### src/lkv_pkg.sv
// ----------------------------------------------------------------------------
// lkv_pkg
// Shared types and constants for the LRU key-value cache.
// ----------------------------------------------------------------------------
`default_nettype none

package lkv_pkg;

	localparam int CAPACITY    = 16;
	localparam int KEY_WIDTH   = 16;
	localparam int VALUE_WIDTH = 16;
	localparam int LIMIT_W     = 5;
	localparam int CNT_W       = $clog2(CAPACITY + 1);
	localparam int CMP_W       = (LIMIT_W > CNT_W) ? LIMIT_W : CNT_W;

	localparam logic [LIMIT_W-1:0] LIMIT_RESET = LIMIT_W'(16);

	typedef enum logic {
		ACT_GET = 1'b0,
		ACT_PUT = 1'b1
	} action_t;

	typedef struct packed {
		logic                   valid;
		logic [KEY_WIDTH-1:0]   key;
		logic [VALUE_WIDTH-1:0] value;
	} entry_t;

endpackage

`default_nettype wire

### src/lkv_cell.sv
// ----------------------------------------------------------------------------
// lkv_cell
// One recency slot: holds an entry, compares it against the lookup key and
// loads its neighbor's entry when the row shifts.
// ----------------------------------------------------------------------------
`default_nettype none

module lkv_cell
	import lkv_pkg::*;
(
	input  wire logic                 clk,
	input  wire logic                 arst_n,
	input  wire logic                 load,
	input  wire logic [KEY_WIDTH-1:0] lookup_key,
	input  wire entry_t               d,
	output entry_t                    q,
	output logic                      match
);

	logic                   valid_q;
	logic [KEY_WIDTH-1:0]   key_q;
	logic [VALUE_WIDTH-1:0] value_q;

	always_ff @(posedge clk or negedge arst_n) begin
		if (!arst_n) begin
			valid_q <= 1'b0;
		end else if (load) begin
			valid_q <= d.valid;
		end
	end

	always_ff @(posedge clk) begin
		if (load) begin
			key_q   <= d.key;
			value_q <= d.value;
		end
	end

	assign q.valid = valid_q;
	assign q.key   = key_q;
	assign q.value = value_q;
	assign match   = valid_q && (key_q == lookup_key);

endmodule

`default_nettype wire

### src/lru_key_value_cache_unit.sv
// ----------------------------------------------------------------------------
// lru_key_value_cache_unit
// Fully associative key-value cache with least-recently-used replacement.
//
// Input beats carry a get or a put (s_tuser[0]) with key and value in s_tdata.
// Each get gives one output beat: m_tuser[0] is the hit flag and m_tdata the
// stored value, zero on a miss. A put gives no output beat.
// Entries sit in a row of cells ordered by recency, the most recent in cell 0.
// A hit moves its entry to the front while the younger cells shift down one;
// an insert enters at the front and pushes the row, dropping the last valid
// entry once the fill reaches capacity_limit (saturated to CAPACITY, zero
// treated as one).
// One beat is taken per cycle while s_tready is high; a get's result is
// registered and appears in the cycle after it is accepted. The per-cycle
// figure is set by the parallel key compare across all cells and the one-step shift of the row.
// Reset clears every valid bit and the fill count and sets the limit to 16.
// While an output beat waits on m_tready, s_tready drops until it is taken.
// The limit register is written whenever cfg_we is high.
// ----------------------------------------------------------------------------
`default_nettype none

module lru_key_value_cache_unit
	import lkv_pkg::*;
(
	input  wire logic                   clk,
	input  wire logic                   arst_n,
	input  wire logic                   cfg_we,
	input  wire logic [LIMIT_W-1:0]     cfg_wdata,
	input  wire logic                   s_tvalid,
	output logic                        s_tready,
	input  wire logic [31:0]            s_tdata,  // key[15:0], value[31:16]
	input  wire logic [0:0]             s_tuser,  // action[0]
	output logic                        m_tvalid,
	input  wire logic                   m_tready,
	output logic [VALUE_WIDTH-1:0]      m_tdata,  // read_value[15:0]
	output logic [0:0]                  m_tuser   // found[0]
);

	logic [LIMIT_W-1:0]     cap_limit_q;
	logic [CNT_W-1:0]       count_q;
	logic                   out_valid_q;
	logic                   found_q;
	logic [VALUE_WIDTH-1:0] read_value_q;

	logic [KEY_WIDTH-1:0]   in_key;
	logic [VALUE_WIDTH-1:0] in_value;
	action_t                in_action;
	logic                   accept;

	entry_t                 cell_q    [CAPACITY];
	entry_t                 cell_d    [CAPACITY];
	logic [CAPACITY-1:0]    match;
	logic [CAPACITY-1:0]    seen;
	logic [CAPACITY-1:0]    load;
	logic                   hit;
	logic [VALUE_WIDTH-1:0] hit_value;
	logic [CMP_W-1:0]       lim_ext;
	logic [CNT_W-1:0]       eff_limit;
	logic                   evict;
	logic                   update;

	assign in_key    = s_tdata[KEY_WIDTH-1:0];
	assign in_value  = s_tdata[KEY_WIDTH+VALUE_WIDTH-1:KEY_WIDTH];
	assign in_action = action_t'(s_tuser[0]);
	assign s_tready  = !out_valid_q || m_tready;
	assign accept    = s_tvalid && s_tready;

	always_comb begin
		logic                   prefix;
		logic [VALUE_WIDTH-1:0] acc_value;
		prefix    = 1'b0;
		acc_value = '0;
		for (int i = 0; i < CAPACITY; i++) begin
			seen[i]   = prefix;
			prefix    = prefix | match[i];
			acc_value = acc_value | ({VALUE_WIDTH{match[i]}} & cell_q[i].value);
		end
		hit       = prefix;
		hit_value = acc_value;
	end

	always_comb begin
		lim_ext = CMP_W'(cap_limit_q);
		if (lim_ext > CMP_W'(CAPACITY)) begin
			eff_limit = CNT_W'(CAPACITY);
		end else if (lim_ext == '0) begin
			eff_limit = CNT_W'(1);
		end else begin
			eff_limit = CNT_W'(lim_ext);
		end
	end

	assign evict  = (in_action == ACT_PUT) && !hit && (count_q >= eff_limit);
	assign update = accept && ((in_action == ACT_PUT) || hit);

	always_comb begin
		cell_d[0].valid = 1'b1;
		cell_d[0].key   = in_key;
		cell_d[0].value = (in_action == ACT_PUT) ? in_value : hit_value;
		load[0]         = update;
		for (int i = 1; i < CAPACITY; i++) begin
			cell_d[i] = cell_q[i-1];
			load[i]   = update && !seen[i] && (evict ? cell_q[i].valid : cell_q[i-1].valid);
		end
	end

	for (genvar g = 0; g < CAPACITY; g++) begin : g_cell
		lkv_cell u_cell (
			.clk        (clk),
			.arst_n     (arst_n),
			.load       (load[g]),
			.lookup_key (in_key),
			.d          (cell_d[g]),
			.q          (cell_q[g]),
			.match      (match[g])
		);
	end

	always_ff @(posedge clk or negedge arst_n) begin
		if (!arst_n) begin
			cap_limit_q <= LIMIT_RESET;
		end else if (cfg_we) begin
			cap_limit_q <= cfg_wdata;
		end
	end

	always_ff @(posedge clk or negedge arst_n) begin
		if (!arst_n) begin
			count_q <= '0;
		end else if (accept && (in_action == ACT_PUT) && !hit && !evict) begin
			count_q <= count_q + CNT_W'(1);
		end
	end

	always_ff @(posedge clk or negedge arst_n) begin
		if (!arst_n) begin
			out_valid_q <= 1'b0;
		end else if (accept && (in_action == ACT_GET)) begin
			out_valid_q <= 1'b1;
		end else if (m_tready) begin
			out_valid_q <= 1'b0;
		end
	end

	always_ff @(posedge clk) begin
		if (accept && (in_action == ACT_GET)) begin
			found_q      <= hit;
			read_value_q <= hit_value;
		end
	end

	assign m_tvalid   = out_valid_q;
	assign m_tdata    = read_value_q;
	assign m_tuser[0] = found_q;

endmodule

`default_nettype wire

### config.mk
export PLATFORM = sky130hd
export DESIGN_NAME = lru_key_value_cache_unit
export DESIGN_NICKNAME = d
export VERILOG_FILES = /design/src/lkv_pkg.sv /design/src/lkv_cell.sv /design/src/lru_key_value_cache_unit.sv
export SDC_FILE = /design/constraint.sdc
export NUM_CORES = 1
export LEC_CHECK = 0
export BUFFER_PORTS_ARGS = -buffer_cell sky130_fd_sc_hd__buf_2
export CORE_MARGIN = 3
export CORE_UTILIZATION = 35
export DETAILED_ROUTE_END_ITERATION = 16
export HOLD_SLACK_MARGIN = 0.06
export MAX_ROUTING_LAYER = met4
export PLACE_DENSITY = 0.62
export SYNTH_ARGS = -nofsm -noshare
export SYNTH_HDL_FRONTEND = slang
export SYNTH_SLANG_ARGS = --single-unit
### constraint.sdc
create_clock -name clk -period 5.86 [get_ports clk]
set_input_delay 0.293 -clock clk [delete_from_list [all_inputs] [get_ports clk]]
set_output_delay 0.293 -clock clk [all_outputs]
set_load 0.05 [all_outputs]
==> impl_metrics.py, run 1 <==
metrics = {
    "run_status": {
        "status": "finished clean",
    },
    "yosys": {
        "synth_edf_count": 529,
        "syn_nets": 1451,
        "syn_area_per_cell_um2": 16.18,
        "seq_area_frac_synth_pct": 73.03,
        "synth_flop_cell": "edfxtp_1",
        "yosysUniqueCellTypes": 55,
        "ys_async_sr_fraction_pct": 4.856,
        "synth.cell_area_mm2": 0.02268,
        "ys_ff_latch": 556,
        "synth_top_area_share_pct": 70.05,
        "synthTopCellsByArea": "edfxtp_1 (70%), xor2_1 (7.6%), a22oi_1 (3.8%)",
        "yosys.area.top_type": "edfxtp_1",
        "yosys_warnings": 0,
        "syn_inst": 1402,
    },
    "timing": {
        "setup_viol": 0,
        "rsz0062_at_grt": "false",
        "drv_slew": 0,
        "fin_crit_sh_pct": 75.62,
        "holdWs_ns": 0.1052,
        "hold_viol": 0,
        "period_minus_slack_ns": 4.431,
        "tightestPinTransition_ns": 1.235,
        "slew_headroom_pct": 17.34,
        "finClkSkew_ns": 0.04205,
        "final.setup.tns_ns": 0,
        "max_freq_mhz": 225.7,
    },
    "detailed_routing": {
        "viasPerCell": 5.362,
        "first_iter_violations": 1457,
        "drt_pass1_iterations": 5,
        "drc": 0,
        "drt-total-wl_mm": 60.98,
        "vias": 13070,
        "post_drt_wl_per_cell_um": 25.02,
        "detail-route-antenna-nets": 0,
    },
    "global_route": {
        "grt_overflow": 0,
        "grt_usage_pct": 18.59,
        "grt_pass1_vias": 13520,
        "grt_start_max_net_pins": 33,
        "antenna_found_initial": 0,
        "grt_pass1_wl_mm": 90.00,
    },
    "cells_and_area": {
        "drive_above_1_share_pct": 15.59,
        "final_cell_count_no_fill": 2437,
        "area_growth_pct": 16.19,
        "diodes": 0,
        "final_nets": 1591,
        "nFillCells": 5751,
    },
    "worst_setup_path": {
        "critical_path.max_fanout": 32,
        "endpoint_kind": "flip-flop",
        "cp-start-kind": "flip-flop",
        "arrival_ns": 4.68,
        "path_class": "flip-flop to flip-flop",
        "required_ns": 6.11,
    },
    "die": {
        "die_y_um": 260.5,
        "io_pins": 62,
        "start_util_pct": 35.69,
        "die-area_mm2": 0.06788,
        "core_mm2": 0.06354,
        "die_w_um": 260.5,
        "num_rows": 92,
    },
    "pwr": {
        "p_sw_w": 0.002508,
        "comb_power_share_pct": 9.7,
        "cellLeakagePower_nw": 9.222,
        "clockPowerShare_pct": 38.0,
        "max-vdd-ir-drop_uv": 221.4,
        "swShare_pct": 25.53,
        "p_per_area_mw_per_mm2": 372.8,
        "pwr-share-seq_pct": 52.2,
        "intPower_w": 0.007315,
    },
    "job": {
        "drv_cap": 0,
    },
    "clocking": {
        "cts_tree": "yes",
        "cts_resized": 0,
        "post_cts_buffers": 0,
        "path_clk_slew_ns": 0.06,
        "cts_root_buf": "clkbuf_16",
        "cts_inserted_buffers": 57,
        "cts_buffer_depth": 3,
        "cts.htree.levels": 2,
        "clkLatencyLatePin_ns": 0.63,
        "cts_hold_buf": 30,
        "cts_num_sinks": 556,
    },
    "worst_hold_path": {
        "hold_class": "input port to flip-flop",
    },
    "place": {
        "io_buffers": 61,
        "dp.cells": 2299,
        "hpwlAfterDp_mm": 38.64,
        "finalWeightedCongestion": 0.9156,
    },
}
==> state kept, by name (all words and copies together), names as in the netlist <==
register               cells
count_q                    5
g_cell.u_cell.key_q      256
m_tvalid                   1
g_cell.u_cell.valid_q     16
cap_limit_q                5
m_tuser                    1
m_tdata                   16
g_cell.u_cell.value_q    256
==> power by group through the flow <==
stage	logic [W]	clock network, W	registers (W)
2_1_floorplan	0.000612	0	0.00510
3_3_place_gp	0.000919	0	0.00520
3_5_place_dp	0.000934	0	0.00520
4_1_cts	0.000956	0.00379	0.00513
5_1_grt	0.00104	0.00395	0.00517
6_report	0.000956	0.00374	0.00513
==> cells in the final DEF, fill, tap and decap left out, drive strengths merged, types with 7 or more instances in the layout <==
cell type,synthesis,routed
edfxtp,529,529
xor2,196,196
a22oi,116,116
buf,42,109
nand2,93,93
clkbuf,16,71
xnor2,64,64
nor4,59,59
nor2,34,34
dlygate4sd3,0,30
nand4,26,26
dfrtp,26,26
clkinv,0,24
mux2,21,21
nor3,20,20
inv,14,18
o21ai,17,17
or4,17,17
mux2i,14,14
o31ai,10,10
a22o,9,9
a221oi,8,8
bufinv,0,8
nand3,8,8
nor4b,7,7
==> per-stage QoR <==
step	util, %	area, µm²	worst slack, ns	total power [W]
6_report	41.47	26350	1.429	0.009824
5_1_grt	41.47	26350	1.213	0.01016
4_1_cts	41.47	26350	1.464	0.009877
3_5_place_dp	37.98	24130	1.155	0.006137
3_3_place_gp	37.98	24130	1.213	0.006120
2_1_floorplan	-	22680	0.1273	0.005716
==> metal layers <==
layer	global-route usage, %	vias to the layer above	share of wire, %
li1	-	5686	-
met1	24.70	6628	41
met2	29.60	649	48
met3	2.940	104	8.2
met4	5.605	0	2.6
met5	-	-	0
==> logic make-up (layout without fill, tap and decap cells) <==
logic type                 Yosys count  count (layout)  synth area share [%]
buffers and inverters               72             261                 1.920
xor gates and xnor gates           260             260                 10.04
AOI/OAI and AO/OA                  175             175                 5.644
and+or+nand+nor                    298             298                 7.371
adders and majority gates            6               6                0.3310
muxes                               35              35                 1.661
DFF                                556             556                 73.03
==> cells in the mapped netlist (2+ instances only) <==
cell	count
buf_4	20
nor2_1	34
nor3b_1	2
nand2b_1	4
inv_1	13
nor4b_1	6
edfxtp_1	529
a221oi_1	8
and3_1	6
nor3_4	2
nand3b_1	6
and4_1	2
nor4_1	56
buf_2	12
a22o_1	9
o22ai_1	6
clkbuf_1	16
ha_1	6
nor4_4	2
xor2_1	196
a22oi_1	116
a21oi_1	3
nand2_1	93
mux2_2	21
buf_6	10
or4_1	17
nor3_1	17
xnor2_1	64
nand3_1	6
mux2i_1	14
o31ai_1	10
nand4b_1	5
or3_1	2
nand4_1	26
o21ai_0	17
nand3_2	2
dfrtp_1	26
==> worst max-delay path, cell delays in order (launching register included) <==
cell	delay, ns
edfxtp_1	0.51
xnor2_1	0.21
nand4_1	0.12
nor4_1	0.40
and3_1	1.05
nor4_4	0.18
nand3_2	0.32
buf_4	0.34
nand2_1	0.16
a211oi_4	0.26
buf_4	0.45
==> layout make-up <==
cell class / instances / area [µm²] / area share (%)
Clock buffer: 71 / 1489 / 5.651
Clock inverter: 37 / 429.2 / 1.629
Multi-Input combinational cell: 774 / 5793 / 21.98
Timing Repair Buffer: 139 / 965.9 / 3.666
Inverter: 14 / 52.55 / 0.1994
Tap cell: 846 / 1059 / 4.017
Sequential cell: 556 / 16560 / 62.85
==> worst paths after layout <==
check                                                         endpoint  depth (start not counted)                              startpoint  slack (ns)
worst min-delay path               g_cell[0].u_cell.key_q[6]$_DFFE_PN_                          1                              s_tdata[6]        0.11
min in group asynchronous                         m_tvalid$_DFFE_PN0P_                          2                                  arst_n        0.26
worst max register to register     g_cell[4].u_cell.key_q[6]$_DFFE_PP_                         10    g_cell[13].u_cell.key_q[5]$_DFFE_PP_        1.43
worst max-delay path               g_cell[4].u_cell.key_q[6]$_DFFE_PP_                         10    g_cell[13].u_cell.key_q[5]$_DFFE_PP_        1.43
worst min register to register  g_cell[9].u_cell.value_q[13]$_DFFE_PP_                          0  g_cell[8].u_cell.value_q[13]$_DFFE_PP_        0.45
max in group asynchronous         g_cell[4].u_cell.valid_q$_DFFE_PN0P_                          2                                  arst_n        5.14
Power figures use the tool's default switching activity.
==> run 2: changes to the inputs <==
ABC_AREA = 1   (was unset)
PLACE_DENSITY = 0.6   (was 0.62)
clock period = 4.1 ns   (was 5.86 ns; I/O delays follow)
==> impl_metrics.py, run 2 <==
metrics = {
    "run_status": {
        "status": "finished clean",
    },
    "global_route": {
        "grt_usage_pct": 21.29,
        "top_usage_layer": "met2",
        "grt_use_met1_pct": 29.42,
        "grt_overflow": 0,
        "grt_pass1_vias": 16740,
        "antenna_found_initial": 1,
        "grt_util_met3_pct": 3.769,
        "met2_usage_pct": 32.43,
        "grt_pass1_wl_mm": 109.6,
        "grt_start_max_net_pins": 33,
    },
    "yosys": {
        "seq_area_frac_synth_pct": 68.46,
        "yosys-top-cells-count": "edfxtp_1 (529), nand2_1 (513), inv_1 (206)",
        "yosys.area.top_type": "edfxtp_1",
        "synth_flop_cell": "edfxtp_1",
        "yosysUniqueCellTypes": 50,
        "syn_inst": 2090,
        "synth.most_common_cell": "edfxtp_1",
        "ys_ff_latch": 556,
        "syn_area_per_cell_um2": 11.58,
        "synth_edf_count": 529,
        "synth_top_area_share_pct": 65.66,
        "synth.cell_area_mm2": 0.02419,
        "synthTopCellsByArea": "edfxtp_1 (66%), nand2_1 (8.0%), inv_1 (3.2%)",
        "yosys_warnings": 0,
        "syn_nets": 2139,
        "ys_async_sr_fraction_pct": 4.856,
    },
    "timing": {
        "period_minus_slack_ns": 3.539,
        "holdWs_ns": 0.1073,
        "max_freq_mhz": 282.6,
        "drv_slew": 0,
        "fin_crit_sh_pct": 86.32,
        "hold_viol": 0,
        "setup_viol": 0,
        "slew_headroom_pct": 46.01,
        "rsz0062_at_grt": "false",
        "final.setup.tns_ns": 0,
        "tightestPinTransition_ns": 0.8098,
        "finClkSkew_ns": 0.01879,
    },
    "cells_and_area": {
        "final_nets": 2306,
        "nFillCells": 6306,
        "post-route-util_pct": 41.63,
        "regArea_mm2": 0.01656,
        "diodes": 0,
        "stdcell_area_mm2": 0.02825,
        "multi_input_comb_area_mm2": 0.006401,
        "layout_commonest_cell": "edfxtp_1",
        "final_cell_mix": "edfxtp_1 (529), nand2_1 (513), inv_1 (206)",
        "drive_above_1_share_pct": 12.06,
        "largestRegisters": "g_cell.u_cell.key_q x256, g_cell.u_cell.value_q x256",
        "area_growth_pct": 16.79,
    },
    "die": {
        "core_mm2": 0.06787,
        "start_util_pct": 35.65,
        "die_w_um": 268.9,
        "io_pins": 62,
        "die_y_um": 268.9,
        "die-area_mm2": 0.07232,
        "num_rows": 95,
    },
    "place": {
        "hpwlAfterDp_mm": 54.41,
        "finalWeightedCongestion": 0.9371,
        "placed_cell_area_mm2": 0.02595,
        "io_buffers": 61,
    },
    "clocking": {
        "post_cts_buffers": 0,
        "path_clk_slew_ns": 0.06,
        "cts_tree": "yes",
        "cts_resized": 0,
        "cts_hold_buf": 38,
        "cts_root_buf": "clkbuf_16",
        "cts_inserted_buffers": 58,
        "cts.htree.levels": 2,
        "clkLatencyLatePin_ns": 0.62,
        "cts_num_sinks": 556,
        "cts_buffer_depth": 3,
    },
    "detailed_routing": {
        "first_iter_violations": 2361,
        "detail-route-antenna-nets": 0,
        "drt_pass1_iterations": 7,
        "post_drt_wl_per_cell_um": 23.07,
        "vias": 17120,
        "drt-total-wl_mm": 74.41,
        "viasPerCell": 5.308,
        "drc": 0,
    },
    "worst_setup_path": {
        "required_ns": 4.41,
        "cp-start-kind": "input port",
        "arrival_ns": 3.85,
        "critical_path.max_fanout": 32,
        "path_class": "input port to flip-flop",
        "endpoint_kind": "flip-flop",
    },
    "pwr": {
        "cellLeakagePower_nw": 10.94,
        "p_per_area_mw_per_mm2": 477.0,
        "max-vdd-ir-drop_uv": 337.6,
    },
    "job": {
        "drv_cap": 0,
    },
    "worst_hold_path": {
        "hold_class": "input port to flip-flop",
    },
}
==> run 2: per-layer routing <==
metal  vias up  share of wire (%)
met5         -                  0
met4         0                2.6
met3       127                8.8
met2       847                 45
met1      8439                 43
li1       7711                  -
==> run 2: layout make-up <==
cell class / instances / area share [%]
repair buffers: 177 / 4.853
flip-flops and latches: 556 / 58.62
inverters: 224 / 2.985
clock buffers: 68 / 5.380
multi-input cells: 1240 / 22.66
clock inverters: 40 / 1.430
well taps: 921 / 4.078
==> run 2: path summary, 6_finish.rpt <==
path                                                            start                                    end  slack, ns  depth (start not counted)
worst min register to register  g_cell[2].u_cell.value_q[9]$_DFFE_PP_  g_cell[3].u_cell.value_q[9]$_DFFE_PP_       0.44                          0
max in group asynchronous                                      arst_n                 count_q[0]$_DFFE_PN0P_       3.35                          2
worst min-delay path                                      s_tdata[15]   g_cell[0].u_cell.key_q[15]$_DFFE_PN_       0.11                          2
worst max-delay path                                      s_tdata[11]  g_cell[1].u_cell.value_q[8]$_DFFE_PP_       0.56                         22
min in group asynchronous                                      arst_n                   m_tvalid$_DFFE_PN0P_       0.20                          2
worst max register to register    g_cell[0].u_cell.key_q[0]$_DFFE_PN_  g_cell[1].u_cell.value_q[8]$_DFFE_PP_       0.79                         17
==> run 2: where the power goes <==
group	total (W)	internal (W)	switching, W
logic	0.00125	0.000388	0.000860
clock network	0.00536	0.00309	0.00227
registers	0.00687	0.00661	0.000264
total	0.0135	0.0101	0.00339
==> run 2: kinds of logic (layout without fill, tap and decap cells) <==
kind of cell               Yosys count  count (layout)  synth area share, %
AOI/OAI and AO/OA                  272             272                7.447
DFF                                556             556                68.46
xor gates and xnor gates            64              64                2.317
adders and majority gates            6               6               0.3103
buffers and inverters              294             509                5.094
and+or+nand+nor                    898             898                16.37
==> run 2: critical path, stage by stage <==
cell           delay, ns
dlygate4sd3_1       0.53
buf_2               0.13
inv_1               0.39
nand2_1             0.23
nand2_1             0.12
nor2_1              0.05
nand2_1             0.05
nor2_1              0.05
nand3_2             0.12
nand2_4             0.07
nor2_4              0.10
nand4_2             0.11
nor2_2              0.19
nand4_2             0.14
nor2_4              0.14
nand4_4             0.11
nor2_8              0.21
nand3_4             0.25
nand2_1             0.16
nand3_1             0.11
inv_1               0.12
buf_12              0.23
==> run 2: stage by stage <==
| step | instances | worst slack [ns] | total power (W) |
|---|---|---|---|
| 2_1_floorplan | 2090 | 0.8891 | 0.007654 |
| 3_3_place_gp | 3080 | 0.5681 | 0.008160 |
| 3_5_place_dp | 3080 | 0.5038 | 0.008191 |
| 4_1_cts | 3226 | 0.6404 | 0.01354 |
| 5_1_grt | 3226 | 0.3003 | 0.01395 |
| 6_report | 3226 | 0.5610 | 0.01348 |
